$ cat src/rtl/core/md5sh_pkg.sv
// md5sh_pkg: shared types, constants and round tables of the md5 stream hasher
// used by every module in rtl/core; no dependencies
package md5sh_pkg;

  typedef struct packed {
    logic [7:0] data_byte;
    logic       byte_valid;
    logic       end_of_message;
  } in_item_t;

  typedef struct packed {
    logic [63:0] digest_half;
    logic        half_index;
    logic        last_half;
  } out_item_t;

  // one 64-byte block handed from the front end to the compression engine
  typedef struct packed {
    logic [511:0] words;
    logic         final_blk;
  } blk_t;

  localparam logic [31:0] IV0 = 32'h67452301;
  localparam logic [31:0] IV1 = 32'hefcdab89;
  localparam logic [31:0] IV2 = 32'h98badcfe;
  localparam logic [31:0] IV3 = 32'h10325476;
  localparam logic [7:0]  PAD_BYTE = 8'h80;

  localparam logic [31:0] ROUND_K [64] = '{
    32'hd76aa478, 32'he8c7b756, 32'h242070db, 32'hc1bdceee,
    32'hf57c0faf, 32'h4787c62a, 32'ha8304613, 32'hfd469501,
    32'h698098d8, 32'h8b44f7af, 32'hffff5bb1, 32'h895cd7be,
    32'h6b901122, 32'hfd987193, 32'ha679438e, 32'h49b40821,
    32'hf61e2562, 32'hc040b340, 32'h265e5a51, 32'he9b6c7aa,
    32'hd62f105d, 32'h02441453, 32'hd8a1e681, 32'he7d3fbc8,
    32'h21e1cde6, 32'hc33707d6, 32'hf4d50d87, 32'h455a14ed,
    32'ha9e3e905, 32'hfcefa3f8, 32'h676f02d9, 32'h8d2a4c8a,
    32'hfffa3942, 32'h8771f681, 32'h6d9d6122, 32'hfde5380c,
    32'ha4beea44, 32'h4bdecfa9, 32'hf6bb4b60, 32'hbebfbc70,
    32'h289b7ec6, 32'heaa127fa, 32'hd4ef3085, 32'h04881d05,
    32'hd9d4d039, 32'he6db99e5, 32'h1fa27cf8, 32'hc4ac5665,
    32'hf4292244, 32'h432aff97, 32'hab9423a7, 32'hfc93a039,
    32'h655b59c3, 32'h8f0ccc92, 32'hffeff47d, 32'h85845dd1,
    32'h6fa87e4f, 32'hfe2ce6e0, 32'ha3014314, 32'h4e0811a1,
    32'hf7537e82, 32'hbd3af235, 32'h2ad7d2bb, 32'heb86d391
  };

  function automatic logic [4:0] rot_amt(input logic [5:0] rnd);
    logic [4:0] r;
    unique case ({rnd[5:4], rnd[1:0]})
      4'h0: r = 5'd7;   4'h1: r = 5'd12;  4'h2: r = 5'd17;  4'h3: r = 5'd22;
      4'h4: r = 5'd5;   4'h5: r = 5'd9;   4'h6: r = 5'd14;  4'h7: r = 5'd20;
      4'h8: r = 5'd4;   4'h9: r = 5'd11;  4'ha: r = 5'd16;  4'hb: r = 5'd23;
      4'hc: r = 5'd6;   4'hd: r = 5'd10;  4'he: r = 5'd15;  default: r = 5'd21;
    endcase
    return r;
  endfunction

  function automatic logic [3:0] msg_idx(input logic [5:0] rnd);
    logic [3:0] i;
    logic [3:0] g;
    i = rnd[3:0];
    unique case (rnd[5:4])
      2'd0: g = i;
      2'd1: g = 4'((i << 2) + i + 4'd1);
      2'd2: g = 4'((i << 1) + i + 4'd5);
      default: g = 4'((i << 3) - i);
    endcase
    return g;
  endfunction

endpackage

$ cat src/rtl/core/md5sh_front.sv
// md5sh_front: byte packer, bit counter and padding sequencer
// depends on md5sh_pkg; emits complete blocks toward the block queue
module md5sh_front (
  input  logic                 clk_i,
  input  logic                 rst_ni,
  input  logic                 in_valid_i,
  output logic                 in_stall_o,
  input  md5sh_pkg::in_item_t  in_data_i,
  output logic                 blk_valid_o,
  input  logic                 blk_stall_i,
  output md5sh_pkg::blk_t      blk_o
);

  typedef enum logic [1:0] {
    ST_FILL,
    ST_PAD2
  } state_e;

  state_e       state_q;
  logic [511:0] buf_q, buf_d;
  logic [63:0]  cnt_q, cnt_d;
  logic         fin_q;
  logic [511:0] out_words_q;
  logic         out_fin_q;
  logic         out_vld_q;

  logic       accept;
  logic       blk_load;
  logic [5:0] pos;
  logic [5:0] pos2;
  logic [63:0] cnt_inc;

  // the output slot must be free (or draining) to take a new beat
  logic slot_free;
  assign slot_free  = !out_vld_q || !blk_stall_i;
  assign in_stall_o = (state_q != ST_FILL) || !slot_free;
  assign accept     = in_valid_i && !in_stall_o;

  assign pos     = cnt_q[8:3];
  assign cnt_inc = in_data_i.byte_valid ? 64'(cnt_q + 64'd8) : cnt_q;
  assign pos2    = cnt_inc[8:3];

  // a block beat is loaded on a full block, on end of message, or for the pad block
  assign blk_load = (accept && (in_data_i.end_of_message ||
                                (in_data_i.byte_valid && pos == 6'd63))) ||
                    (state_q == ST_PAD2 && slot_free);

  // buffer after the byte, then with padding applied
  logic [511:0] with_byte;
  logic [511:0] padded;
  always_comb begin
    with_byte = buf_q;
    if (in_data_i.byte_valid) with_byte[{pos, 3'b000} +: 8] = in_data_i.data_byte;
    padded = with_byte;
    for (int p = 0; p < 64; p++) begin
      if (6'(p) == pos2) padded[p*8 +: 8] = md5sh_pkg::PAD_BYTE;
      else if (6'(p) > pos2) padded[p*8 +: 8] = 8'h00;
    end
  end

  logic [511:0] len_blk;
  always_comb begin
    len_blk = padded;
    len_blk[511:448] = cnt_inc;
  end

  always_ff @(posedge clk_i or negedge rst_ni) begin
    if (!rst_ni) begin
      state_q     <= ST_FILL;
      cnt_q       <= '0;
      out_vld_q   <= 1'b0;
      out_words_q <= '0;
      out_fin_q   <= 1'b0;
      fin_q       <= 1'b0;
    end else begin
      if (blk_load) out_vld_q <= 1'b1;
      else if (!blk_stall_i) out_vld_q <= 1'b0;
      unique case (state_q)
        ST_FILL: begin
          if (accept) begin
            if (in_data_i.end_of_message) begin
              if (pos2 >= 6'd56 || (in_data_i.byte_valid && pos == 6'd63)) begin
                // length does not fit: this block first, then a padding block with the length
                out_fin_q <= 1'b0;
                state_q   <= ST_PAD2;
                cnt_q     <= cnt_inc;
                if (in_data_i.byte_valid && pos == 6'd63) begin
                  out_words_q <= with_byte;
                  fin_q       <= 1'b1; // pad byte goes into next block
                end else begin
                  out_words_q <= padded;
                  fin_q       <= 1'b0;
                end
              end else begin
                out_words_q <= len_blk;
                out_fin_q   <= 1'b1;
                cnt_q       <= '0;
              end
            end else if (in_data_i.byte_valid) begin
              cnt_q <= cnt_inc;
              if (pos == 6'd63) begin
                out_words_q <= with_byte;
                out_fin_q   <= 1'b0;
              end
            end
          end
        end
        ST_PAD2: begin
          if (slot_free) begin
            out_words_q <= {cnt_q, 440'd0, fin_q ? md5sh_pkg::PAD_BYTE : 8'h00};
            out_fin_q   <= 1'b1;
            cnt_q       <= '0;
            state_q     <= ST_FILL;
          end
        end
        default: state_q <= ST_FILL;
      endcase
    end
  end

  always_ff @(posedge clk_i) begin
    buf_q <= buf_d;
  end
  always_comb begin
    buf_d = buf_q;
    if (accept && in_data_i.byte_valid) buf_d = with_byte;
  end

  assign blk_valid_o     = out_vld_q;
  assign blk_o.words     = out_words_q;
  assign blk_o.final_blk = out_fin_q;

`ifndef ASSERT_OFF
  a_pad2_no_input: assert property (@(posedge clk_i) disable iff (!rst_ni)
    state_q == ST_PAD2 |-> in_stall_o) else $error("input taken during pad block");
  a_blk_hold: assert property (@(posedge clk_i) disable iff (!rst_ni)
    blk_valid_o && blk_stall_i |=> blk_valid_o && $stable(blk_o))
    else $error("block beat changed while stalled");
  a_cnt_clear: assert property (@(posedge clk_i) disable iff (!rst_ni)
    blk_valid_o && blk_o.final_blk && $rose(blk_valid_o) |-> cnt_q == 64'd0)
    else $error("bit count not cleared after final block");
`endif

endmodule

$ cat src/rtl/core/md5sh_queue.sv
// md5sh_queue: two-entry block queue between front end and compression engine
// depends on md5sh_pkg
module md5sh_queue (
  input  logic             clk_i,
  input  logic             rst_ni,
  input  logic             wr_valid_i,
  output logic             wr_stall_o,
  input  md5sh_pkg::blk_t  wr_data_i,
  output logic             rd_valid_o,
  input  logic             rd_stall_i,
  output md5sh_pkg::blk_t  rd_data_o
);

  md5sh_pkg::blk_t mem_q [2];
  logic       wp_q, rp_q;
  logic [1:0] cnt_q;
  logic       wr, rd;

  assign wr_stall_o = (cnt_q == 2'd2);
  assign rd_valid_o = (cnt_q != 2'd0);
  assign wr = wr_valid_i && !wr_stall_o;
  assign rd = rd_valid_o && !rd_stall_i;
  assign rd_data_o = mem_q[rp_q];

  always_ff @(posedge clk_i) begin
    if (wr) mem_q[wp_q] <= wr_data_i;
  end

  always_ff @(posedge clk_i or negedge rst_ni) begin
    if (!rst_ni) begin
      wp_q <= 1'b0; rp_q <= 1'b0; cnt_q <= '0;
    end else begin
      if (wr) wp_q <= !wp_q;
      if (rd) rp_q <= !rp_q;
      cnt_q <= 2'(cnt_q + {1'b0, wr} - {1'b0, rd});
    end
  end

`ifndef ASSERT_OFF
  a_no_over: assert property (@(posedge clk_i) disable iff (!rst_ni)
    cnt_q <= 2'd2) else $error("queue count out of range");
  a_ptrs: assert property (@(posedge clk_i) disable iff (!rst_ni)
    (cnt_q == 2'd1) |-> (wp_q != rp_q)) else $error("queue pointers inconsistent");
  a_full_ptrs: assert property (@(posedge clk_i) disable iff (!rst_ni)
    (cnt_q != 2'd1) |-> (wp_q == rp_q)) else $error("queue pointers inconsistent");
`endif

endmodule

$ cat src/rtl/core/md5sh_engine.sv
// md5sh_engine: one-round-per-cycle md5 compression and digest output
// depends on md5sh_pkg; consumes blocks from the queue
module md5sh_engine (
  input  logic                 clk_i,
  input  logic                 rst_ni,
  input  logic                 blk_valid_i,
  output logic                 blk_stall_o,
  input  md5sh_pkg::blk_t      blk_i,
  output logic                 out_valid_o,
  input  logic                 out_stall_i,
  output md5sh_pkg::out_item_t out_data_o
);

  typedef enum logic [1:0] {
    ST_IDLE,
    ST_ROUND,
    ST_ADD,
    ST_OUT
  } state_e;

  state_e       state_q;
  logic [5:0]   rnd_q;
  logic [31:0]  a_q, b_q, c_q, d_q;
  logic [31:0]  h_q [4];
  logic [511:0] w_q;
  logic         fin_q;
  logic         half_q;

  logic [31:0] f, sum, rot, m;
  logic [4:0]  s;
  logic [3:0]  g;
  logic        take;

  assign blk_stall_o = (state_q != ST_IDLE);
  assign take = blk_valid_i && (state_q == ST_IDLE);

  always_comb begin
    unique case (rnd_q[5:4])
      2'd0: f = (b_q & c_q) | (~b_q & d_q);
      2'd1: f = (d_q & b_q) | (~d_q & c_q);
      2'd2: f = b_q ^ c_q ^ d_q;
      default: f = c_q ^ (b_q | ~d_q);
    endcase
    g   = md5sh_pkg::msg_idx(rnd_q);
    s   = md5sh_pkg::rot_amt(rnd_q);
    m   = w_q[{g, 5'b00000} +: 32];
    sum = a_q + f + md5sh_pkg::ROUND_K[rnd_q] + m;
    rot = (sum << s) | (sum >> (6'd32 - {1'b0, s}));
  end

  // digest bytes: chain words little-endian, first byte highest
  logic [63:0] half_val;
  logic [31:0] w0, w1;
  always_comb begin
    w0 = half_q ? h_q[2] : h_q[0];
    w1 = half_q ? h_q[3] : h_q[1];
    half_val = {w0[7:0], w0[15:8], w0[23:16], w0[31:24],
                w1[7:0], w1[15:8], w1[23:16], w1[31:24]};
  end

  always_ff @(posedge clk_i) begin
    if (take) w_q <= blk_i.words;
  end

  always_ff @(posedge clk_i or negedge rst_ni) begin
    if (!rst_ni) begin
      state_q <= ST_IDLE;
      rnd_q   <= '0;
      fin_q   <= 1'b0;
      half_q  <= 1'b0;
      h_q[0] <= md5sh_pkg::IV0; h_q[1] <= md5sh_pkg::IV1;
      h_q[2] <= md5sh_pkg::IV2; h_q[3] <= md5sh_pkg::IV3;
      a_q <= '0; b_q <= '0; c_q <= '0; d_q <= '0;
    end else begin
      unique case (state_q)
        ST_IDLE: begin
          if (take) begin
            a_q <= h_q[0]; b_q <= h_q[1]; c_q <= h_q[2]; d_q <= h_q[3];
            fin_q   <= blk_i.final_blk;
            rnd_q   <= '0;
            state_q <= ST_ROUND;
          end
        end
        ST_ROUND: begin
          a_q <= d_q; d_q <= c_q; c_q <= b_q;
          b_q <= b_q + rot;
          rnd_q <= 6'(rnd_q + 6'd1);
          if (rnd_q == 6'd63) state_q <= ST_ADD;
        end
        ST_ADD: begin
          h_q[0] <= h_q[0] + a_q; h_q[1] <= h_q[1] + b_q;
          h_q[2] <= h_q[2] + c_q; h_q[3] <= h_q[3] + d_q;
          half_q  <= 1'b0;
          state_q <= fin_q ? ST_OUT : ST_IDLE;
        end
        ST_OUT: begin
          if (!out_stall_i) begin
            if (half_q) begin
              h_q[0] <= md5sh_pkg::IV0; h_q[1] <= md5sh_pkg::IV1;
              h_q[2] <= md5sh_pkg::IV2; h_q[3] <= md5sh_pkg::IV3;
              state_q <= ST_IDLE;
            end
            half_q <= !half_q;
          end
        end
        default: state_q <= ST_IDLE;
      endcase
    end
  end

  assign out_valid_o            = (state_q == ST_OUT);
  assign out_data_o.digest_half = half_val;
  assign out_data_o.half_index  = half_q;
  assign out_data_o.last_half   = half_q;

`ifndef ASSERT_OFF
  a_rounds: assert property (@(posedge clk_i) disable iff (!rst_ni)
    state_q == ST_ROUND && rnd_q != 6'd63 |=> state_q == ST_ROUND)
    else $error("round sequence cut short");
  a_out_entry: assert property (@(posedge clk_i) disable iff (!rst_ni)
    $rose(out_valid_o) |-> !half_q) else $error("digest run did not start at half 0");
  a_out_hold: assert property (@(posedge clk_i) disable iff (!rst_ni)
    out_valid_o && out_stall_i |=> out_valid_o && $stable(out_data_o))
    else $error("digest beat changed while stalled");
`endif

endmodule

$ cat src/rtl/core/md5_stream_hasher_top.sv
// md5_stream_hasher_top: streaming md5 hasher, one message byte per beat
// depends on md5sh_pkg, md5sh_front, md5sh_queue, md5sh_engine
//
// Bytes are accepted one per cycle into a 64-byte buffer; each full block goes
// through a two-entry queue to the compression engine, which runs one md5 round
// per cycle and takes each block through load, 64 rounds and the chain add.
// The front end fills the next block while the engine compresses, so over long
// messages the engine bounds the byte rate; the front end stalls while its block
// beat waits on a full queue, and while it issues the second padding block. An
// end-of-message beat yields one or two padded blocks, then two digest beats
// (half 0 then half 1, last_half on the second) after the engine finishes.
module md5_stream_hasher_top (
  input  logic                 clk_i,
  input  logic                 rst_ni,
  input  logic                 in_valid_i,
  output logic                 in_stall_o,
  input  md5sh_pkg::in_item_t  in_data_i,
  output logic                 out_valid_o,
  input  logic                 out_stall_i,
  output md5sh_pkg::out_item_t out_data_o
);

  logic            f_valid, f_stall, e_valid, e_stall;
  md5sh_pkg::blk_t f_blk, e_blk;

  md5sh_front u_front (
    .clk_i, .rst_ni, .in_valid_i, .in_stall_o, .in_data_i,
    .blk_valid_o(f_valid), .blk_stall_i(f_stall), .blk_o(f_blk)
  );

  md5sh_queue u_queue (
    .clk_i, .rst_ni,
    .wr_valid_i(f_valid), .wr_stall_o(f_stall), .wr_data_i(f_blk),
    .rd_valid_o(e_valid), .rd_stall_i(e_stall), .rd_data_o(e_blk)
  );

  md5sh_engine u_engine (
    .clk_i, .rst_ni,
    .blk_valid_i(e_valid), .blk_stall_o(e_stall), .blk_i(e_blk),
    .out_valid_o, .out_stall_i, .out_data_o
  );

endmodule

$ cat config.mk
export PLATFORM = sky130hd
export DESIGN_NAME = md5_stream_hasher_top
export DESIGN_NICKNAME = d
export VERILOG_FILES = /design/src/rtl/core/md5sh_pkg.sv /design/src/rtl/core/md5sh_front.sv /design/src/rtl/core/md5sh_queue.sv /design/src/rtl/core/md5sh_engine.sv /design/src/rtl/core/md5_stream_hasher_top.sv
export SDC_FILE = /design/constraint.sdc
export NUM_CORES = 2
export LEC_CHECK = 0
export BUFFER_PORTS_ARGS = -buffer_cell sky130_fd_sc_hd__buf_2
export CELL_PAD_IN_SITES_DETAIL_PLACEMENT = 0
export CELL_PAD_IN_SITES_GLOBAL_PLACEMENT = 1
export CORE_MARGIN = 2
export CORE_UTILIZATION = 43
export CTS_BUF_LIST = sky130_fd_sc_hd__clkbuf_4 sky130_fd_sc_hd__clkbuf_8
export CTS_CLUSTER_SIZE = 8
export DETAILED_ROUTE_END_ITERATION = 7
export GPL_TIMING_DRIVEN = 1
export PLACE_DENSITY = 0.73
export SLEW_MARGIN = 10
export SYNTH_ARGS = -nofsm -noshare
export SYNTH_HDL_FRONTEND = slang
export SYNTH_SLANG_ARGS = --single-unit
export TNS_END_PERCENT = 10
$ cat constraint.sdc
create_clock -name clk_i -period 21.3 [get_ports clk_i]
set_clock_uncertainty 0.1 [all_clocks]
set_input_delay 2.13 -clock clk_i [delete_from_list [all_inputs] [get_ports clk_i]]
set_output_delay 2.13 -clock clk_i [all_outputs]
set_load 0.005 [all_outputs]
Word level (Yosys, flattened, before mapping):

Memories as Yosys holds them, arrays and structs flattened.
Index checks and enable logic that the tools add are counted.

* register bits: 1875
* memory bits (writable): 1026
* bits in read-only memories: 2128
* input port bits: 14
* output and inout port bits: 68
* logic and storage cells: 443
* memories kept: 3

Memory list
* (no name shown): depth 64, bits a word 32, read ports 1, clocked after memory_dff 0, write ports 0, RTL line md5sh_engine.sv:47 `sum = a_q + f + md5sh_pkg::ROUND_K[rnd_q] + m;`
* u_queue.mem_q: depth 2, bits a word 513, read ports 1, clocked after memory_dff 0, write ports 1, RTL line md5sh_queue.sv:14 `md5sh_pkg::blk_t mem_q [2];`
* (no name shown): depth 16, bits a word 5, read ports 1, clocked after memory_dff 0, write ports 0, RTL line md5sh_pkg.sv:50 `unique case ({rnd[5:4], rnd[1:0]})`

* $add $sub $neg: 19
* $lt $le $gt $ge: 66
* equality and inequality tests: 83
* shifts and indexed selects: 5
* multiplexer cells: 190
* bitwise operators: 14
* reduce and logical (&&, ||, !) cells: 40

Operators by type and width (number)
* two-way mux 512 bit: 8
* two-way mux 8 bit: 129
* case mux 512 bit (2 select lines): 1
* bitwise mux 512 bit: 1
* variable shift 8 x 11 -> 512 bit, first input constant: 1
* indexed part select 512 x 10 -> 32 bit: 1
* indexed part select 8 x 11 -> 512 bit: 1
* two-way mux 64 bit: 6
* adder 32 bit: 8
* two-way mux 128 bit: 2
* two-way mux 32 bit: 8
* case mux 128 bit (2 select lines): 1
* case mux 32 bit (2 select lines): 4
* == test 6 bit, first input constant: 32
* greater-than comparator 6 bit, first input constant: 32
* AND 32 bit: 4
* OR 32 bit: 4
* case mux 64 bit (2 select lines): 1
* == test 5 x 6 -> 1 bit, first input constant: 16
* greater-than comparator 5 x 6 -> 1 bit, first input constant: 16
* case mux 32 bit (3 select lines): 1
* bitwise XOR 32 bit: 3
* adder 64 x 4 -> 64 bit, second input constant: 1
* inverter 32 bit: 2
* other kinds (47): 134

Logic depth before layout (Yosys ltp):

* word-level depth: 11
* gate-level depth with buffers: 47
* gate-level depth less buffers: 44

Hierarchy:

Synthesis repeated with hierarchy kept, for this count alone.

* cell total of the unflattened synthesis: 10653
* area, all modules: 138784.4 sq um

By module, submodules not included
* md5sh_engine: times used 1, cells an instance 5012, area an instance 50385.8 sq um, seq. area each 22111.2 sq um
* md5sh_front: times used 1, cells an instance 4027, area an instance 49207.2 sq um, seq. area each 29813.6 sq um
* md5sh_queue: times used 1, cells an instance 1614, area an instance 39191.3 sq um, seq. area each 30909.6 sq um

Worst setup path after synthesis:

OpenSTA, ideal clock, no wires.

* kind: register to register
* start point: register u_queue.cnt_q[1]
* end point: memory u_queue.mem_q[0][0] (netlist bit), enable pin
* library setup time: 1.401 ns
* arrival time: 21.882 ns
* data required time: 19.799 ns
* setup slack: -2.082 ns
* stages on the path, launching flop included: 5
* buffers on the path: 1
* clock period less this slack: 23.382 ns
* cells stage by stage: dfrtp_1 -> clkbuf_1 -> nand2_1 -> nand2_1 -> nor2_1

* word-level cells in the longest chain between the ends: 5

Ends and longest elaborated chain
* start, declared: RTL line md5sh_queue.sv:16 `logic [1:0] cnt_q;`
* start signal, assigned: RTL line md5sh_queue.sv:35 `cnt_q <= 2'(cnt_q + {1'b0, wr} - {1'b0, rd});`
* == test 2 bit: RTL line md5sh_queue.sv:19 `assign wr_stall_o = (cnt_q == 2'd2);`
* logical NOT 1 bit: RTL line md5sh_queue.sv:21 `assign wr = wr_valid_i && !wr_stall_o;`
* logical AND 1 bit: RTL line md5sh_queue.sv:21
* two-way mux 1 bit: RTL line md5sh_queue.sv:26 `if (wr) mem_q[wp_q] <= wr_data_i;`
* two-way mux 1 bit (implied by the code): RTL line md5sh_queue.sv:26
* end, declared: RTL line md5sh_queue.sv:14

Every way passes these cells.

Worst setup path after layout:

* start point: register u_engine.rnd_q[4]
* end point: register u_engine.b_q[31]

* word-level cells in the longest chain between the ends: 10
* elaborated cells on any way between the ends: 20
* those cells by class: add/sub (5); eq/ne (2); shift (3); mux (5); bitwise (2); reduce/logical (1); memory (2)

Ends and longest elaborated chain
* start, declared: RTL line md5sh_engine.sv:22 `logic [5:0] rnd_q;`
* start signal, assigned: RTL line md5sh_engine.sv:87 `rnd_q <= 6'(rnd_q + 6'd1);`
* branches (longest 7 deep; another with adder 32 bit)
* OR 32 bit (*): RTL line md5sh_engine.sv:48 `rot = (sum << s) | (sum >> (6'd32 - {1'b0, s}));`
* adder 32 bit (*): RTL line md5sh_engine.sv:86 `b_q <= b_q + rot;`
* case mux 32 bit (2 select lines) (*): RTL line md5sh_engine.sv:75 `unique case (state_q)`
* end signal, assigned: RTL line md5sh_engine.sv:78 `a_q <= h_q[0]; b_q <= h_q[1]; c_q <= h_q[2]; d_q <= h_q[3];`
* end signal, assigned: RTL line md5sh_engine.sv:86
* end, declared: RTL line md5sh_engine.sv:23 `logic [31:0] a_q, b_q, c_q, d_q;`

Mark *: on every way between the ends. The select of a mux whose other input is x is not followed.
A chain may end at the register's enable or synchronous reset.

==> flow_metrics.env <==
export IMPL_drive_above_1_share_pct=20.1
export IMPL_max_vdd_ir_drop_mv=0.0587
export IMPL_cpPeakStageDelay_ns=0.86
export IMPL_grt_first_pass_wirelength_um=650000
export IMPL_yosysTopAreaCell="edfxtp_1"
export IMPL_worst_slew_pin_slew_ns=1.40
export IMPL_drtIter0Drc=10700
export IMPL_synth_cells=10800
export IMPL_detail_route_wl_per_cell_um=29.0
export IMPL_endpoint_kind="flop"
export IMPL_synthTopCellsByArea="edfxtp_1 (46%), dfrtp_1 (15%), mux2_2 (7.7%), nand2_1 (3.4%), o21ai_0 (2.2%)"
export IMPL_final_common_cell="edfxtp_1"
export IMPL_cp_max_fo=63
export IMPL_overflow=0
export IMPL_synth_area_per_cell_sq_um=12.5
export IMPL_ctsLongestPathBuffers=4
export IMPL_drtPass1Iterations=7
export IMPL_synthesis_nets=11100
export IMPL_core_sq_mm=0.312
export IMPL_finalCritPeriodShare_pct=60.6
export IMPL_die_area_sq_mm=0.319
export IMPL_p_leak_nw=55.9
export IMPL_r2r_end="u_engine.b_q[31]"
export IMPL_gp_congestion=0.926
export IMPL_rows=205
export IMPL_yosys_area_top_type_share_pct=45.6
export IMPL_drc=0
export IMPL_cts_buffers=470
export IMPL_slew_headroom_pct=5.03
export IMPL_status="finished, final reports clean"
export IMPL_synth_warning_count=0
export IMPL_clkTransAtPathRegs_ns=0.07
export IMPL_cts_tree="yes"
export IMPL_startpoint_type="flop"
export IMPL_cap_violations=0
export IMPL_slew_viol_final=0
export IMPL_seq_area_frac_synth_pct=61.3
export IMPL_min_path_cells=0
export IMPL_cp_data_arrival_time_ns=13.83
export IMPL_min_period_ns=12.91
export IMPL_grt_pass1_vias=91100
export IMPL_die_y_um=565
export IMPL_ant_nets=0
export IMPL_port_buffers=81
export IMPL_nNetsFinal=11300
export IMPL_max_clock_freq_mhz=77.4
export IMPL_wl_um=451000
export IMPL_area_delta_synth_final_pct=11.7
export IMPL_fp_dieW_um=565
export IMPL_hold_start="u_front.out_words_q[32]"
export IMPL_dp_final_hpwl_um=302000
export IMPL_grtUsageTotal_pct=27.8
export IMPL_regToRegStartpoint="u_engine.rnd_q[4]"
export IMPL_cts_setup_buffers=0
export IMPL_grt_max_degree=182
export IMPL_cp_required_ns=22.22
export IMPL_hold_slack_ns=0.317
export IMPL_cts_hold_buf=0
export IMPL_vias_per_cell=5.99
export IMPL_clk_latency_ns=1.14
export IMPL_path_class="flop to flop"
export IMPL_cts_sinks=2897
export IMPL_initial_utilization_pct=43.3
export IMPL_rsz0062_at_grt="no"
export IMPL_synth_seq_cells=2897
export IMPL_syn_area_sq_mm=0.135
export IMPL_cts_root_buffer="clkbuf_8"
export IMPL_r2r_slack_ns=8.39
export IMPL_postSynth_asyncResetShare_pct=29.2
export IMPL_synth_cell_types=94
export IMPL_ios=82
export IMPL_whs_endpoint="u_queue.mem_q[0][33]"
export IMPL_post_cts_resize_count=0
export IMPL_antenna_found_initial=26
export IMPL_power_mw=12.0
export IMPL_route_vias_total=93100
export IMPL_tns_ns=0
export IMPL_hp_class="flop to flop"
export IMPL_synth_edf_count=2050
export IMPL_setup_viol=0
export IMPL_critPathSlowestCell="dfrtp_4"
export IMPL_hold_viol_final=0
export IMPL_ys_flop_type="edfxtp_1"
export IMPL_h_tree_depth=5
export IMPL_reg2reg_depth=38
export IMPL_mostFrequentLayoutCells="edfxtp_1 (2050), nand2_1 (1222), mux2_2 (919), dfrtp_1 (776), nor2_1 (725)"
export IMPL_p_per_area_mw_per_mm2=79.7
==> metal layers <==
metal  routed length (um)  vias up  global-route usage, %
met5                   42        -                      0
met1               193000    47500                   38.9
met4                17600        6                   10.2
met3                37300      763                   5.63
met2               203000     4163                   42.7
li1                     -    40700                      -
==> flip-flops by register name, indices dropped and copies added, names as in the netlist, 32 cells and up <==
name and cells:
u_front.buf_q 512, u_engine.b_q 32, u_engine.c_q 32, u_engine.h_q 128
u_engine.a_q 32, u_queue.mem_q 1026, u_front.out_words_q 512, u_engine.d_q 32
u_front.cnt_q 61, u_engine.w_q 512
==> kinds of logic after synthesis <==
logic type	after synthesis	share of synthesized area, %
mux	1198	9.96
xor+xnor	265	1.73
flops	2897	61.3
fa+ha+maj	296	3.14
compound gates	2541	12.5
buf+inv	891	2.51
simple gates	2726	8.85
==> how the worst max path moves through the flow <==
stage / end / startpoint / slack (ns)
floorplan: u_queue.cnt_q[1] / u_engine.state_q[0] / 3.41
global placement: u_engine.b_q[31] / u_engine.rnd_q[0] / 8.53
detailed placement: u_engine.b_q[31] / u_engine.rnd_q[0] / 8.46
CTS: u_engine.b_q[31] / u_engine.rnd_q[0] / 8.44
global route: u_engine.b_q[31] / u_engine.rnd_q[4] / 7.56
finish: u_engine.b_q[31] / u_engine.rnd_q[4] / 8.39
==> layout make-up <==
type,instances,area (sq um)
fillers,27200,161000
clock inverters,86,907
inverters,277,1050
diodes,15,37.5
multi-input cells,7026,49200
repair buffers,316,2300
flip-flops and latches,2897,82900
clock buffers,798,9410
well taps,4140,5180
==> synthesized netlist by cell type (all sizes together), types with 16 or more instances <==
master  instances
a211oi        261
a21boi         16
a21o          139
a21oi         553
a221o          20
a221oi         32
a22o          105
a22oi          30
a31oi         179
a32o          179
a41o           17
and2           45
and3           42
buf            79
clkbuf        535
dfrtp         783
dfstp          64
edfxtp       2050
fa             72
ha            224
inv           277
mux2          919
mux2i         254
mux4           25
nand2        1225
nand2b        138
nand3         117
nand4          35
nor2          734
nor2b         183
nor3          111
nor4           19
o211ai         42
o21a           41
o21ai         623
o21bai         31
o221ai         20
o22ai          31
o31a           18
o31ai          73
or2            18
or3            21
xnor2         164
xor2          100
==> worst max-delay path: cells and delay by family, from the launching register on <==
kind	cells	cell delay, ns
AOI/OAI and AO/OA	20	5.49
xor gates and xnor gates	4	1.20
adders and majority gates	4	1.75
buffers and inverters	6	2.62
DFF	1	0.86
muxes	1	0.25
and+or+nand+nor	3	0.44
==> per-stage QoR <==
step | cell area [sq um] | std cells | setup slack [ns] | utilization, %
after floorplan | 135000 | 10800 | 3.41 | -
after global placement | 141000 | 14700 | 8.53 | 45.0
after detailed placement | 141000 | 14700 | 8.46 | 45.0
after CTS | 151000 | 15500 | 8.44 | 48.3
after global routing | 151000 | 15500 | 7.56 | 48.3
final | 151000 | 15600 | 8.39 | 48.3
==> power by group <==
part           total (mW)  internal [mW]  leakage [nW]  switching (mW)
clock network        5.22           2.92          5.53            2.30
registers            6.41           6.27          28.6           0.145
logic               0.394          0.132          21.8           0.261
No activity file was read; power rests on OpenSTA's default activity.
